## src/design/mpsra_pkg.sv

```systemverilog
package mpsra_pkg;

  localparam int PAGE_SLOTS = 8;
  localparam int PADDING    = 1;
  localparam int COORD_BITS = 13;

  localparam int PAD2      = 2 * PADDING;
  localparam int PAGE_MIN  = PAD2 + 1;
  localparam int PAGE_MAX  = 1 << (COORD_BITS - 1);
  localparam int IDX_W     = (PAGE_SLOTS > 1) ? $clog2(PAGE_SLOTS) : 1;
  localparam int COUNT_W   = $clog2(PAGE_SLOTS + 1);

  localparam int CFG_IDX_W = 2;
  localparam int CFG_W     = 13;
  localparam int IN_W      = 64;
  localparam int OUT_W     = 88;

  localparam logic [CFG_IDX_W-1:0] REG_ATLAS_W    = 2'd0;
  localparam logic [CFG_IDX_W-1:0] REG_ATLAS_H    = 2'd1;
  localparam logic [CFG_IDX_W-1:0] REG_PAGE_LIMIT = 2'd2;

  localparam logic [2:0] ST_PLACED   = 3'd0;
  localparam logic [2:0] ST_EMPTY    = 3'd1;
  localparam logic [2:0] ST_INVALID  = 3'd2;
  localparam logic [2:0] ST_TOO_BIG  = 3'd3;
  localparam logic [2:0] ST_CAPACITY = 3'd4;

  typedef struct packed {
    logic [COORD_BITS-1:0] pos_x;
    logic [COORD_BITS-1:0] pos_y;
    logic [COORD_BITS-1:0] tallest;
  } page_rec_t;

  typedef struct packed {
    logic                  valid;
    logic [2:0]            status;
    logic [COORD_BITS-1:0] aw;
    logic [COORD_BITS-1:0] ah;
  } chk_res_t;

  typedef struct packed {
    logic [COORD_BITS-1:0] atlas_w;
    logic [COORD_BITS-1:0] atlas_h;
    logic [3:0]            page_limit;
  } cfg_t;

endpackage

```

## src/design/multi_page_shelf_rect_allocator.sv

```systemverilog
// Shelf allocator for glyph rectangles over up to eight atlas pages. Each request is
// validated (zero size, stride, byte count, fit in the atlas), padded by one pixel
// on every side and placed first-fit on the open pages, wrapping to a new shelf when
// the row is full and opening a new page when none fits. One result per request, in
// order. The scan examines the open pages one page record per cycle, read from the
// page RAM; when none fits it falls through to opening a page or to reporting
// exhausted capacity, and a request rejected in the check skips the scan. Requests are
// handled one at a time; a new request is taken the cycle after the previous result
// has moved into the output register, so the input stalls while a result waits to
// enter it.
module multi_page_shelf_rect_allocator (
  input  logic        clk,
  input  logic        rst,
  input  logic        s_axis_tvalid,
  output logic        s_axis_tready,
  // glyph_width[12:0], glyph_height[25:13], stride[38:26], coverage_bytes[63:39]
  input  logic [63:0] s_axis_tdata,
  output logic        m_axis_tvalid,
  input  logic        m_axis_tready,
  // status[2:0], page[5:3], slot_x[17:6], slot_y[29:18], slot_width[42:30],
  // slot_height[55:43], ink_x[67:56], ink_y[79:68], open_pages[83:80], zero[87:84]
  output logic [87:0] m_axis_tdata,
  input  logic        cfg_valid,
  output logic        cfg_ready,
  input  logic [1:0]  cfg_index,
  input  logic [12:0] cfg_data
);
  import mpsra_pkg::*;

  typedef enum logic [2:0] {S_IDLE, S_CHECK, S_SCAN, S_NEW, S_OUT} state_t;

  state_t                state;
  cfg_t                  cfg;
  chk_res_t              chk;
  logic [IDX_W-1:0]      idx;
  logic [COUNT_W-1:0]    pages_open;
  logic [COORD_BITS-1:0] aw, ah;
  logic [2:0]            res_status;
  logic [IDX_W-1:0]      res_page;
  logic [COORD_BITS-1:0] res_x, res_y;
  logic                  res_placed;

  logic                  ram_we;
  logic [IDX_W-1:0]      ram_waddr, ram_raddr;
  page_rec_t             ram_wdata, rec;

  logic                  accept;
  logic                  out_load;
  logic                  wrap, fit, more;
  logic [14:0]           end_x, py, bottom;
  logic [COORD_BITS-1:0] px, sh, nh;

  assign accept        = s_axis_tvalid && s_axis_tready;
  assign s_axis_tready = state == S_IDLE;
  assign cfg_ready     = 1'b1;
  assign out_load      = state == S_OUT && (!m_axis_tvalid || m_axis_tready);

  mpsra_cfg_regs u_cfg (
    .clk   (clk),
    .rst   (rst),
    .wr    (cfg_valid && cfg_ready),
    .index (cfg_index),
    .data  (cfg_data),
    .cfg   (cfg)
  );

  mpsra_check u_check (
    .clk            (clk),
    .rst            (rst),
    .start          (accept),
    .glyph_width    (s_axis_tdata[12:0]),
    .glyph_height   (s_axis_tdata[25:13]),
    .line_pitch     (s_axis_tdata[38:26]),
    .coverage_bytes (s_axis_tdata[63:39]),
    .cfg            (cfg),
    .res            (chk)
  );

  // one request in flight, write-back precedes the next read: no forwarding needed
  mpsra_page_ram u_ram (
    .clk   (clk),
    .we    (ram_we),
    .waddr (ram_waddr),
    .wdata (ram_wdata),
    .raddr (ram_raddr),
    .rdata (rec)
  );

  always_comb begin
    end_x  = 15'(rec.pos_x) + 15'(aw);
    wrap   = end_x > 15'(cfg.atlas_w);
    px     = wrap ? '0 : rec.pos_x;
    py     = wrap ? 15'(rec.pos_y) + 15'(rec.tallest) : 15'(rec.pos_y);
    sh     = wrap ? '0 : rec.tallest;
    bottom = py + 15'(ah);
    fit    = bottom <= 15'(cfg.atlas_h);
    nh     = (sh > ah) ? sh : ah;
    more   = (COUNT_W'(idx) + COUNT_W'(1)) < pages_open;

    ram_raddr = (state == S_SCAN) ? idx + IDX_W'(1) : '0;
    ram_we    = 1'b0;
    ram_waddr = idx;
    ram_wdata = '{pos_x: COORD_BITS'(px + aw), pos_y: py[COORD_BITS-1:0], tallest: nh};
    if (state == S_SCAN && fit) begin
      ram_we = 1'b1;
    end else if (state == S_NEW && pages_open < COUNT_W'(cfg.page_limit)) begin
      ram_we    = 1'b1;
      ram_waddr = IDX_W'(pages_open);
      ram_wdata = '{pos_x: aw, pos_y: '0, tallest: ah};
    end
  end

  always_ff @(posedge clk) begin
    if (rst) begin
      state         <= S_IDLE;
      pages_open    <= '0;
      m_axis_tvalid <= 1'b0;
    end else begin
      if (out_load) begin
        m_axis_tvalid <= 1'b1;
      end else if (m_axis_tready) begin
        m_axis_tvalid <= 1'b0;
      end
      case (state)
        S_IDLE: begin
          if (accept) begin
            state <= S_CHECK;
          end
        end
        S_CHECK: begin
          if (chk.valid) begin
            aw         <= chk.aw;
            ah         <= chk.ah;
            idx        <= '0;
            res_status <= chk.status;
            res_placed <= 1'b0;
            if (chk.status != ST_PLACED) begin
              state <= S_OUT;
            end else if (pages_open == '0) begin
              state <= S_NEW;
            end else begin
              state <= S_SCAN;
            end
          end
        end
        S_SCAN: begin
          if (fit) begin
            res_placed <= 1'b1;
            res_status <= ST_PLACED;
            res_page   <= idx;
            res_x      <= px;
            res_y      <= py[COORD_BITS-1:0];
            state      <= S_OUT;
          end else if (more) begin
            idx <= idx + IDX_W'(1);
          end else begin
            state <= S_NEW;
          end
        end
        S_NEW: begin
          if (pages_open < COUNT_W'(cfg.page_limit)) begin
            res_placed <= 1'b1;
            res_status <= ST_PLACED;
            res_page   <= IDX_W'(pages_open);
            res_x      <= '0;
            res_y      <= '0;
            pages_open <= pages_open + COUNT_W'(1);
          end else begin
            res_status <= ST_CAPACITY;
          end
          state <= S_OUT;
        end
        S_OUT: begin
          if (out_load) begin
            state <= S_IDLE;
          end
        end
        default: state <= S_IDLE;
      endcase
    end
    if (out_load) begin
      m_axis_tdata[2:0]   <= res_status;
      m_axis_tdata[5:3]   <= res_placed ? 3'(res_page) : 3'd0;
      m_axis_tdata[17:6]  <= res_placed ? res_x[11:0] : 12'd0;
      m_axis_tdata[29:18] <= res_placed ? res_y[11:0] : 12'd0;
      m_axis_tdata[42:30] <= res_placed ? aw : 13'd0;
      m_axis_tdata[55:43] <= res_placed ? ah : 13'd0;
      m_axis_tdata[67:56] <= res_placed ? 12'(res_x + COORD_BITS'(PADDING)) : 12'd0;
      m_axis_tdata[79:68] <= res_placed ? 12'(res_y + COORD_BITS'(PADDING)) : 12'd0;
      m_axis_tdata[83:80] <= 4'(pages_open);
      m_axis_tdata[87:84] <= 4'd0;
    end
  end

`ifndef NO_ASSERTIONS
  a_pages_bounded: assert property (@(posedge clk) disable iff (rst)
    pages_open <= COUNT_W'(PAGE_SLOTS))
    else $error("open page count beyond page RAM depth");

  a_scan_in_range: assert property (@(posedge clk) disable iff (rst)
    state == S_SCAN |-> COUNT_W'(idx) < pages_open)
    else $error("page scan past last open page");

  a_pages_step: assert property (@(posedge clk) disable iff (rst)
    !$past(rst) |-> (pages_open == $past(pages_open) ||
                     (pages_open == $past(pages_open) + COUNT_W'(1) && $past(state) == S_NEW)))
    else $error("open page count changed outside page opening");

  a_placed_has_page: assert property (@(posedge clk) disable iff (rst)
    m_axis_tvalid && m_axis_tdata[2:0] == ST_PLACED |-> m_axis_tdata[83:80] != 4'd0)
    else $error("placement reported with no open page");
`endif

endmodule

```

## src/design/mpsra_page_ram.sv

```systemverilog
module mpsra_page_ram (
  input  logic                     clk,
  input  logic                     we,
  input  logic [mpsra_pkg::IDX_W-1:0] waddr,
  input  mpsra_pkg::page_rec_t     wdata,
  input  logic [mpsra_pkg::IDX_W-1:0] raddr,
  output mpsra_pkg::page_rec_t     rdata
);
  import mpsra_pkg::*;

  page_rec_t mem [PAGE_SLOTS];

  always_ff @(posedge clk) begin
    if (we) begin
      mem[waddr] <= wdata;
    end
    rdata <= mem[raddr];
  end

endmodule

```

## src/design/mpsra_cfg_regs.sv

```systemverilog
module mpsra_cfg_regs (
  input  logic                            clk,
  input  logic                            rst,
  input  logic                            wr,
  input  logic [mpsra_pkg::CFG_IDX_W-1:0] index,
  input  logic [mpsra_pkg::CFG_W-1:0]     data,
  output mpsra_pkg::cfg_t                 cfg
);
  import mpsra_pkg::*;

  logic [COORD_BITS-1:0] size_clamped;
  logic [3:0]            limit_clamped;

  always_comb begin
    if (int'(data) < PAGE_MIN) begin
      size_clamped = COORD_BITS'(PAGE_MIN);
    end else if (int'(data) > PAGE_MAX) begin
      size_clamped = COORD_BITS'(PAGE_MAX);
    end else begin
      size_clamped = COORD_BITS'(data);
    end
    if (data[3:0] == 4'd0) begin
      limit_clamped = 4'd1;
    end else if (int'(data[3:0]) > PAGE_SLOTS) begin
      limit_clamped = 4'(PAGE_SLOTS);
    end else begin
      limit_clamped = data[3:0];
    end
  end

  always_ff @(posedge clk) begin
    if (rst) begin
      cfg.atlas_w    <= COORD_BITS'(1024);
      cfg.atlas_h    <= COORD_BITS'(1024);
      cfg.page_limit <= 4'(PAGE_SLOTS);
    end else if (wr) begin
      case (index)
        REG_ATLAS_W:    cfg.atlas_w    <= size_clamped;
        REG_ATLAS_H:    cfg.atlas_h    <= size_clamped;
        REG_PAGE_LIMIT: cfg.page_limit <= limit_clamped;
        default: ;
      endcase
    end
  end

endmodule

```

## src/design/mpsra_check.sv

```systemverilog
module mpsra_check (
  input  logic                  clk,
  input  logic                  rst,
  input  logic                  start,
  input  logic [12:0]           glyph_width,
  input  logic [12:0]           glyph_height,
  input  logic [12:0]           line_pitch,
  input  logic [24:0]           coverage_bytes,
  input  mpsra_pkg::cfg_t       cfg,
  output mpsra_pkg::chk_res_t   res
);
  import mpsra_pkg::*;

  logic        v1, v2;
  logic [12:0] w, h, stride;
  logic [24:0] bytes;
  logic [25:0] prod;
  logic [24:0] bytes2;
  logic        zero_dim, empty, stride_ok;
  logic [13:0] aw, ah;

  always_ff @(posedge clk) begin
    if (rst) begin
      v1 <= 1'b0;
      v2 <= 1'b0;
    end else begin
      v1 <= start;
      v2 <= v1;
    end
    if (start) begin
      w      <= glyph_width;
      h      <= glyph_height;
      stride <= line_pitch;
      bytes  <= coverage_bytes;
    end
    if (v1) begin
      prod      <= w * h;
      bytes2    <= bytes;
      zero_dim  <= (w == 13'd0) || (h == 13'd0);
      empty     <= (w == 13'd0) && (h == 13'd0) && (bytes == 25'd0);
      stride_ok <= stride == w;
      aw        <= {1'b0, w} + 14'(PAD2);
      ah        <= {1'b0, h} + 14'(PAD2);
    end
  end

  always_comb begin
    res.valid = v2;
    res.aw    = aw[COORD_BITS-1:0];
    res.ah    = ah[COORD_BITS-1:0];
    if (zero_dim) begin
      res.status = empty ? ST_EMPTY : ST_INVALID;
    end else if (!stride_ok || prod != {1'b0, bytes2}) begin
      res.status = ST_INVALID;
    end else if (aw > {1'b0, cfg.atlas_w} || ah > {1'b0, cfg.atlas_h}) begin
      res.status = ST_TOO_BIG;
    end else begin
      res.status = ST_PLACED;
    end
  end

endmodule
```

## config.mk

```make
export PLATFORM = sky130hd
export DESIGN_NAME = multi_page_shelf_rect_allocator
export DESIGN_NICKNAME = d
export VERILOG_FILES = /design/src/design/mpsra_pkg.sv /design/src/design/multi_page_shelf_rect_allocator.sv /design/src/design/mpsra_page_ram.sv /design/src/design/mpsra_cfg_regs.sv /design/src/design/mpsra_check.sv
export SDC_FILE = /design/constraint.sdc
export NUM_CORES = 1
export LEC_CHECK = 0
export ABC_CLOCK_PERIOD_IN_PS = 22700
export BUFFER_PORTS_ARGS = -buffer_cell sky130_fd_sc_hd__buf_2
export CAP_MARGIN = 30
export CORE_AREA = 2 2 294 223
export CTS_BUF_LIST = sky130_fd_sc_hd__clkbuf_16
export DETAILED_ROUTE_END_ITERATION = 8
export DIE_AREA = 0 0 296 225
export GPL_TIMING_DRIVEN = 0
export PLACE_DENSITY = 0.74
export RECOVER_POWER = 25
export SYNTH_ARGS = -nofsm -noshare
export SYNTH_HDL_FRONTEND = slang
export SYNTH_HIERARCHICAL = 1
export SYNTH_SLANG_ARGS = --single-unit
```

## constraint.sdc

```tcl
create_clock -name clk -period 22.7 [get_ports clk]
set_input_delay 2.27 -clock clk [delete_from_list [all_inputs] [get_ports clk]]
set_output_delay 2.27 -clock clk [all_outputs]
set_load 0.01 [all_outputs]
```

# Word level (Yosys, flattened, before mapping)
# Memories as Yosys holds them, arrays and structs flattened. A register that Yosys moved wholly into a read port is not among the register bits.
# Cells that the tools add are included.
dict set report totals {
  ff_bits 330
  latchBits 0
  mem_bits_rw 312
  mem_bits_ro 0
  inputBits 84
  elab_cells 154
  n_memories 1
}
# memory words word_bits rd rd_clocked_by_memory_dff write_ports line_no
set mem_list {}
lappend mem_list {u_ram.mem 8 39 1 1 1 mpsra_page_ram.sv:11} ;# page_rec_t mem [PAGE_SLOTS];
dict set report op_classes {
  addsub 11
  multipliers 1
  div 0
  order_cmp 10
  eq_ne 16
  shifts 0
  muxes 51
  bitwise 1
  n_reduce_logical 34
}
# cell n
set op_table {}
lappend op_table {{$mux 39} 2}
lappend op_table {{$mux 13} 5}
lappend op_table {{$mux 3} 19}
lappend op_table {{$pmux 12 s2} 2}
lappend op_table {{$gt 14x13->1} 3}
lappend op_table {{$mux 12} 3}
lappend op_table {{$add 13x13->14} 2}
lappend op_table {{$add 13x2->14 const B} 2}
lappend op_table {{$logic_not 13->1} 2}
lappend op_table {{$mul 13x13->26} 1}
lappend op_table {{$ne 26x25->1} 1}
lappend op_table {{$logic_not 25->1} 1}
lappend op_table {{$add 12x1->12 const B} 2}
lappend op_table {{$add 14x13->15} 1}
lappend op_table {{$le 15x13->1} 1}
lappend op_table {{$pmux 3 s5} 1}
lappend op_table {{$mux 14} 1}
lappend op_table {{$add 13x13->13} 1}
lappend op_table {{$eq 13x13->1} 1}
lappend op_table {{$gt 13x13->1} 1}
lappend op_table {{$gt 13x13->1 const B} 1}
lappend op_table {{$lt 13x2->1 const B} 1}
lappend op_table {{$pmux 3 s2} 2}
lappend op_table {{$reduce_and 4->1} 3}
lappend op_table {{other kinds (30)} 65}

# Logic depth before layout (Yosys ltp)
dict set report depth {
  ltp_word 9
  depth_mapped 40
  ltp_nobuf 38
}

# Hierarchy
# The synthesis kept the hierarchy.
# module n_inst cells_per_inst area_each_um2 seq_area_each_um2
set by_module_without_submodules {}
lappend by_module_without_submodules {mpsra_page_ram 1 503 12629.6 10149.7}
lappend by_module_without_submodules {mpsra_check 1 1130 12087.8 4424.2}
lappend by_module_without_submodules {multi_page_shelf_rect_allocator 1 982 10119.7 4484.3}
lappend by_module_without_submodules {mpsra_cfg_regs 1 153 1213.7 600.6}

# Worst setup path after synthesis
# OpenSTA, ideal clock, no wires.
dict set report synth_timing {
  path_kind {register to register}
  startpoint {register, netlist name aw[0]}
  endpoint {memory u_ram/mem[0][0] (netlist name), enable pin}
  setup_time_ns 0.484
  arrival_time_ns 10.339
  required_ns 22.216
  setup_slack_ns 11.877
  path_stages_with_launch 40
  cell_sequence {edfxtp_1 ha_1 fa_1 a21o_1 a21oi_1 nor2b_1 o21ai_0 a21oi_1 a41o_1 o41ai_1 xnor2_1 ha_1 nand3_1 nor4_2 nor2_1 a211oi_4 and2_1 buf_4 [4 not listed] a21oi_1 o21ai_1 a2111oi_1 nor2_1 o21a_1 nor2_1 o21ai_0 xor2_1 ha_1 a211oi_1 o211a_1 a211o_1 a31oi_1 a211oi_2 mux2i_2 o31ai_2 nand2b_1 nor3_1}
}
# element line_no
set synth_rtl {}
lappend synth_rtl {{end, declared} mpsra_page_ram.sv:11}

==> results.sh <==
export IMPL_status="complete, but fails checks"
export IMPL_failed_checks="max-capacitance violations, max-slew violations"
export IMPL_htreeDepth=3
export IMPL_yosys_cell_types_count=84
export IMPL_nets=3442
export IMPL_seq_area_frac_synth_pct=54.5
export IMPL_ant_nets=0
export IMPL_cts_tree="yes"
export IMPL_highest_layer="met5"
export IMPL_grt_use_total_pct=27.8
export IMPL_worstHoldPathType="register to register"
export IMPL_numCtsBuffers=67
export IMPL_powerDensity_nw_per_um2=107
export IMPL_clk_latency_ps=610
export IMPL_core_area_um2=63500
export IMPL_port_buffers=169
export IMPL_drtPass1Iterations=6
export IMPL_yosys_most_used_dff="edfxtp_1"
export IMPL_clk_pin_slew_ps=70
export IMPL_async_flop_share_pct=0
export IMPL_worstMarginPinSlew_ps=3020
export IMPL_slew_violations=78
export IMPL_vdd_drop_max_uv=208
export IMPL_crit_required_ps=22990
export IMPL_cpMostUsedCell="ha_1"
export IMPL_grt_start_max_net_pins=55
export IMPL_die_area_um2=66600
export IMPL_vias_per_cell=5.77
export IMPL_cts_setup_buffers=0
export IMPL_gr_total_overflow=0
export IMPL_ctsHoldBuffers=0
export IMPL_place_congestion=0.961
export IMPL_vias=22768
export IMPL_root_buffer="clkbuf_16"
export IMPL_slowest_delay_ps=800
export IMPL_synth_top_cells_by_area="edfxtp_1, fa_1, ha_1, mux4_2, dfxtp_1"
export IMPL_period_share_pct=51.0
export IMPL_critPathCaptureType="register"
export IMPL_worst_path_max_delay_cell="mux2i_1"
export IMPL_wirelength_mm=90.5
export IMPL_setup_viol=0
export IMPL_grt_pass1_vias=22303
export IMPL_setup_tns_final_ps=0
export IMPL_netlist_area_um2=36100
export IMPL_synth_edf_count=602
export IMPL_drc=0
export IMPL_grt_pass1_wl_mm=136
export IMPL_synth_seq_cells=681
export IMPL_wl_per_cell_um=22.9
export IMPL_final_area_um2=40400
export IMPL_rows=80
export IMPL_first_iter_violations=2298
export IMPL_rsz0062_at_grt="no"
export IMPL_cts_sinks=681
export IMPL_initial_core_util_pct=56.8
export IMPL_antenna_found_initial=11
export IMPL_slew_headroom_pct=-102
export IMPL_cp_start_kind="register"
export IMPL_synth_cells=2768
export IMPL_route_met3_wl_mm=9.99
export IMPL_period_minus_slack_ps=11570
export IMPL_synth_top_area_share_pct=50.1
export IMPL_ios=175
export IMPL_drv_cap=2
export IMPL_regToRegSetupSlack_ps=11130
export IMPL_hold_viol=0
export IMPL_area_delta_synth_final_pct=12.1
export IMPL_hpwl_mm=67.8
export IMPL_cts_resized=0
export IMPL_worst_ep_arrival_time_ps=11860
export IMPL_fmax_mhz=86.4
export IMPL_die_y_um=225
export IMPL_die_w_um=296
export IMPL_drive_gt1_share_pct=16.1
export IMPL_yosysTopAreaCell="edfxtp_1"
export IMPL_wl_met1_mm=41.1
export IMPL_place_area_um2=38400
export IMPL_synth_avg_cell_area_um2=13.0
export IMPL_wl_met2_mm=37.0
export IMPL_crit_type="register to register"
export IMPL_p_leak_nw=15.6
export IMPL_ys_warn_count=6
export IMPL_worst_clock_skew_ps=23.7
export IMPL_crit_fanout=24
export IMPL_clock_path_buffers=3
==> metrics by stage <==
step / power [mW] / worst slack, ps / util [%] / hold WS, ps / instances
after CTS: 4.27 / 11360 / 63.7 / 406 / 3946
after global placement: 3.18 / 6920 / 59.9 / 406 / 3801
after detailed placement: 3.23 / 11450 / 60.5 / 410 / 3823
final: 4.32 / 11130 / 63.7 / 407 / 3949
after floorplan: 2.73 / 11880 / - / 400 / 2771
after global routing: 4.57 / 10590 / 63.7 / 428 / 3949
==> state kept, by name (all words and copies together), names as in the netlist, 3 cells and up <==
signal,flops
u_check/stride,13
u_check/bytes,25
u_check/w,13
u_check/bytes2,25
ah,13
u_check/aw,14
u_cfg/cfg,30
res_status,3
u_ram/mem,312
res_page,3
res_x,12
res_y,12
pages_open,4
u_ram/rdata,39
u_check/prod,26
aw,13
m_axis_tdata,84
idx,3
u_check/h,13
u_check/ah,14
state,3
==> final timing paths <==
check	from	end	depth (start not counted)
setup / recovery	aw[0]	u_ram/mem[1][32]	40
hold / removal	res_status[1]	m_axis_tdata[1]	0
setup reg to reg	aw[0]	u_ram/mem[1][32]	40
hold reg to reg	res_status[1]	m_axis_tdata[1]	0
==> power breakdown <==
part | switching, mW | internal (mW)
logic | 1.11 | 0.639
registers | 0.0357 | 1.49
clock network | 0.465 | 0.569
total | 1.61 | 2.70
==> critical path, delay by kind of cell, from the launching register on <==
| kind | cells | cell delay [ps] |
|---|---|---|
| adders and majority gates | 6 | 2070 |
| xor gates and xnor gates | 2 | 280 |
| AOI/OAI and AO/OA | 18 | 4590 |
| and+or+nand+nor | 9 | 2140 |
| muxes | 2 | 960 |
| DFF | 1 | 530 |
| buffers and inverters | 3 | 640 |
==> area by class of cell <==
class | instances | area (um^2)
Fill cell | 4849 | 23000
Sequential cell | 681 | 19700
Multi-Input combinational cell | 1672 | 14700
Clock buffer | 68 | 1700
Timing Repair Buffer | 193 | 1190
Tap cell | 861 | 1080
Inverter | 285 | 1070
Buffer | 133 | 722
Clock inverter | 55 | 314
Antenna cell | 1 | 2.50
==> placed cells by master, fill, tap and decap left out, types with 68 or more instances in the layout <==
master     Yosys  layout
a21oi_1      105     105
fa_1         125     125
buf_2         13     180
nor2_1       119     112
clkbuf_16      0      68
mux4_2        78      78
ha_1         200     200
dfxtp_1       79      79
nand2_1      224     224
inv_1        285     317
edfxtp_1     602     602
xnor2_1       81      81
and2_1       177     113
clkbuf_1      74      80
==> synth_stat cells, types with 38 or more instances <==
cell type	count
dfxtp_1	79
nor2_1	119
edfxtp_1	602
clkbuf_1	74
ha_1	200
xor2_1	56
fa_1	125
inv_1	285
nand2_1	224
mux4_2	78
xnor2_1	81
o21ai_0	63
mux2_2	38
nand3_1	42
and3_1	40
a21oi_1	105
and2_1	177
==> logic make-up after synthesis <==
kind of cell / synth area share [%]
XOR/XNOR: 3.33
adder cells (fa/ha/maj): 13.9
AO/OA/AOI/OAI: 5.43
multiplexers: 7.07
other: 0.0312
buffers and inverters: 4.98
flip-flops: 54.5
AND/OR/NAND/NOR: 10.7
==> per-layer routing <==
layer / GRT usage, % / up-vias
met5: 0 / -
met1: 42.7 / 11292
met2: 38.1 / 1043
met3: 8.41 / 144
met4: 7.87 / 2
li1: - / 10287
Power figures use the tool's default switching activity.
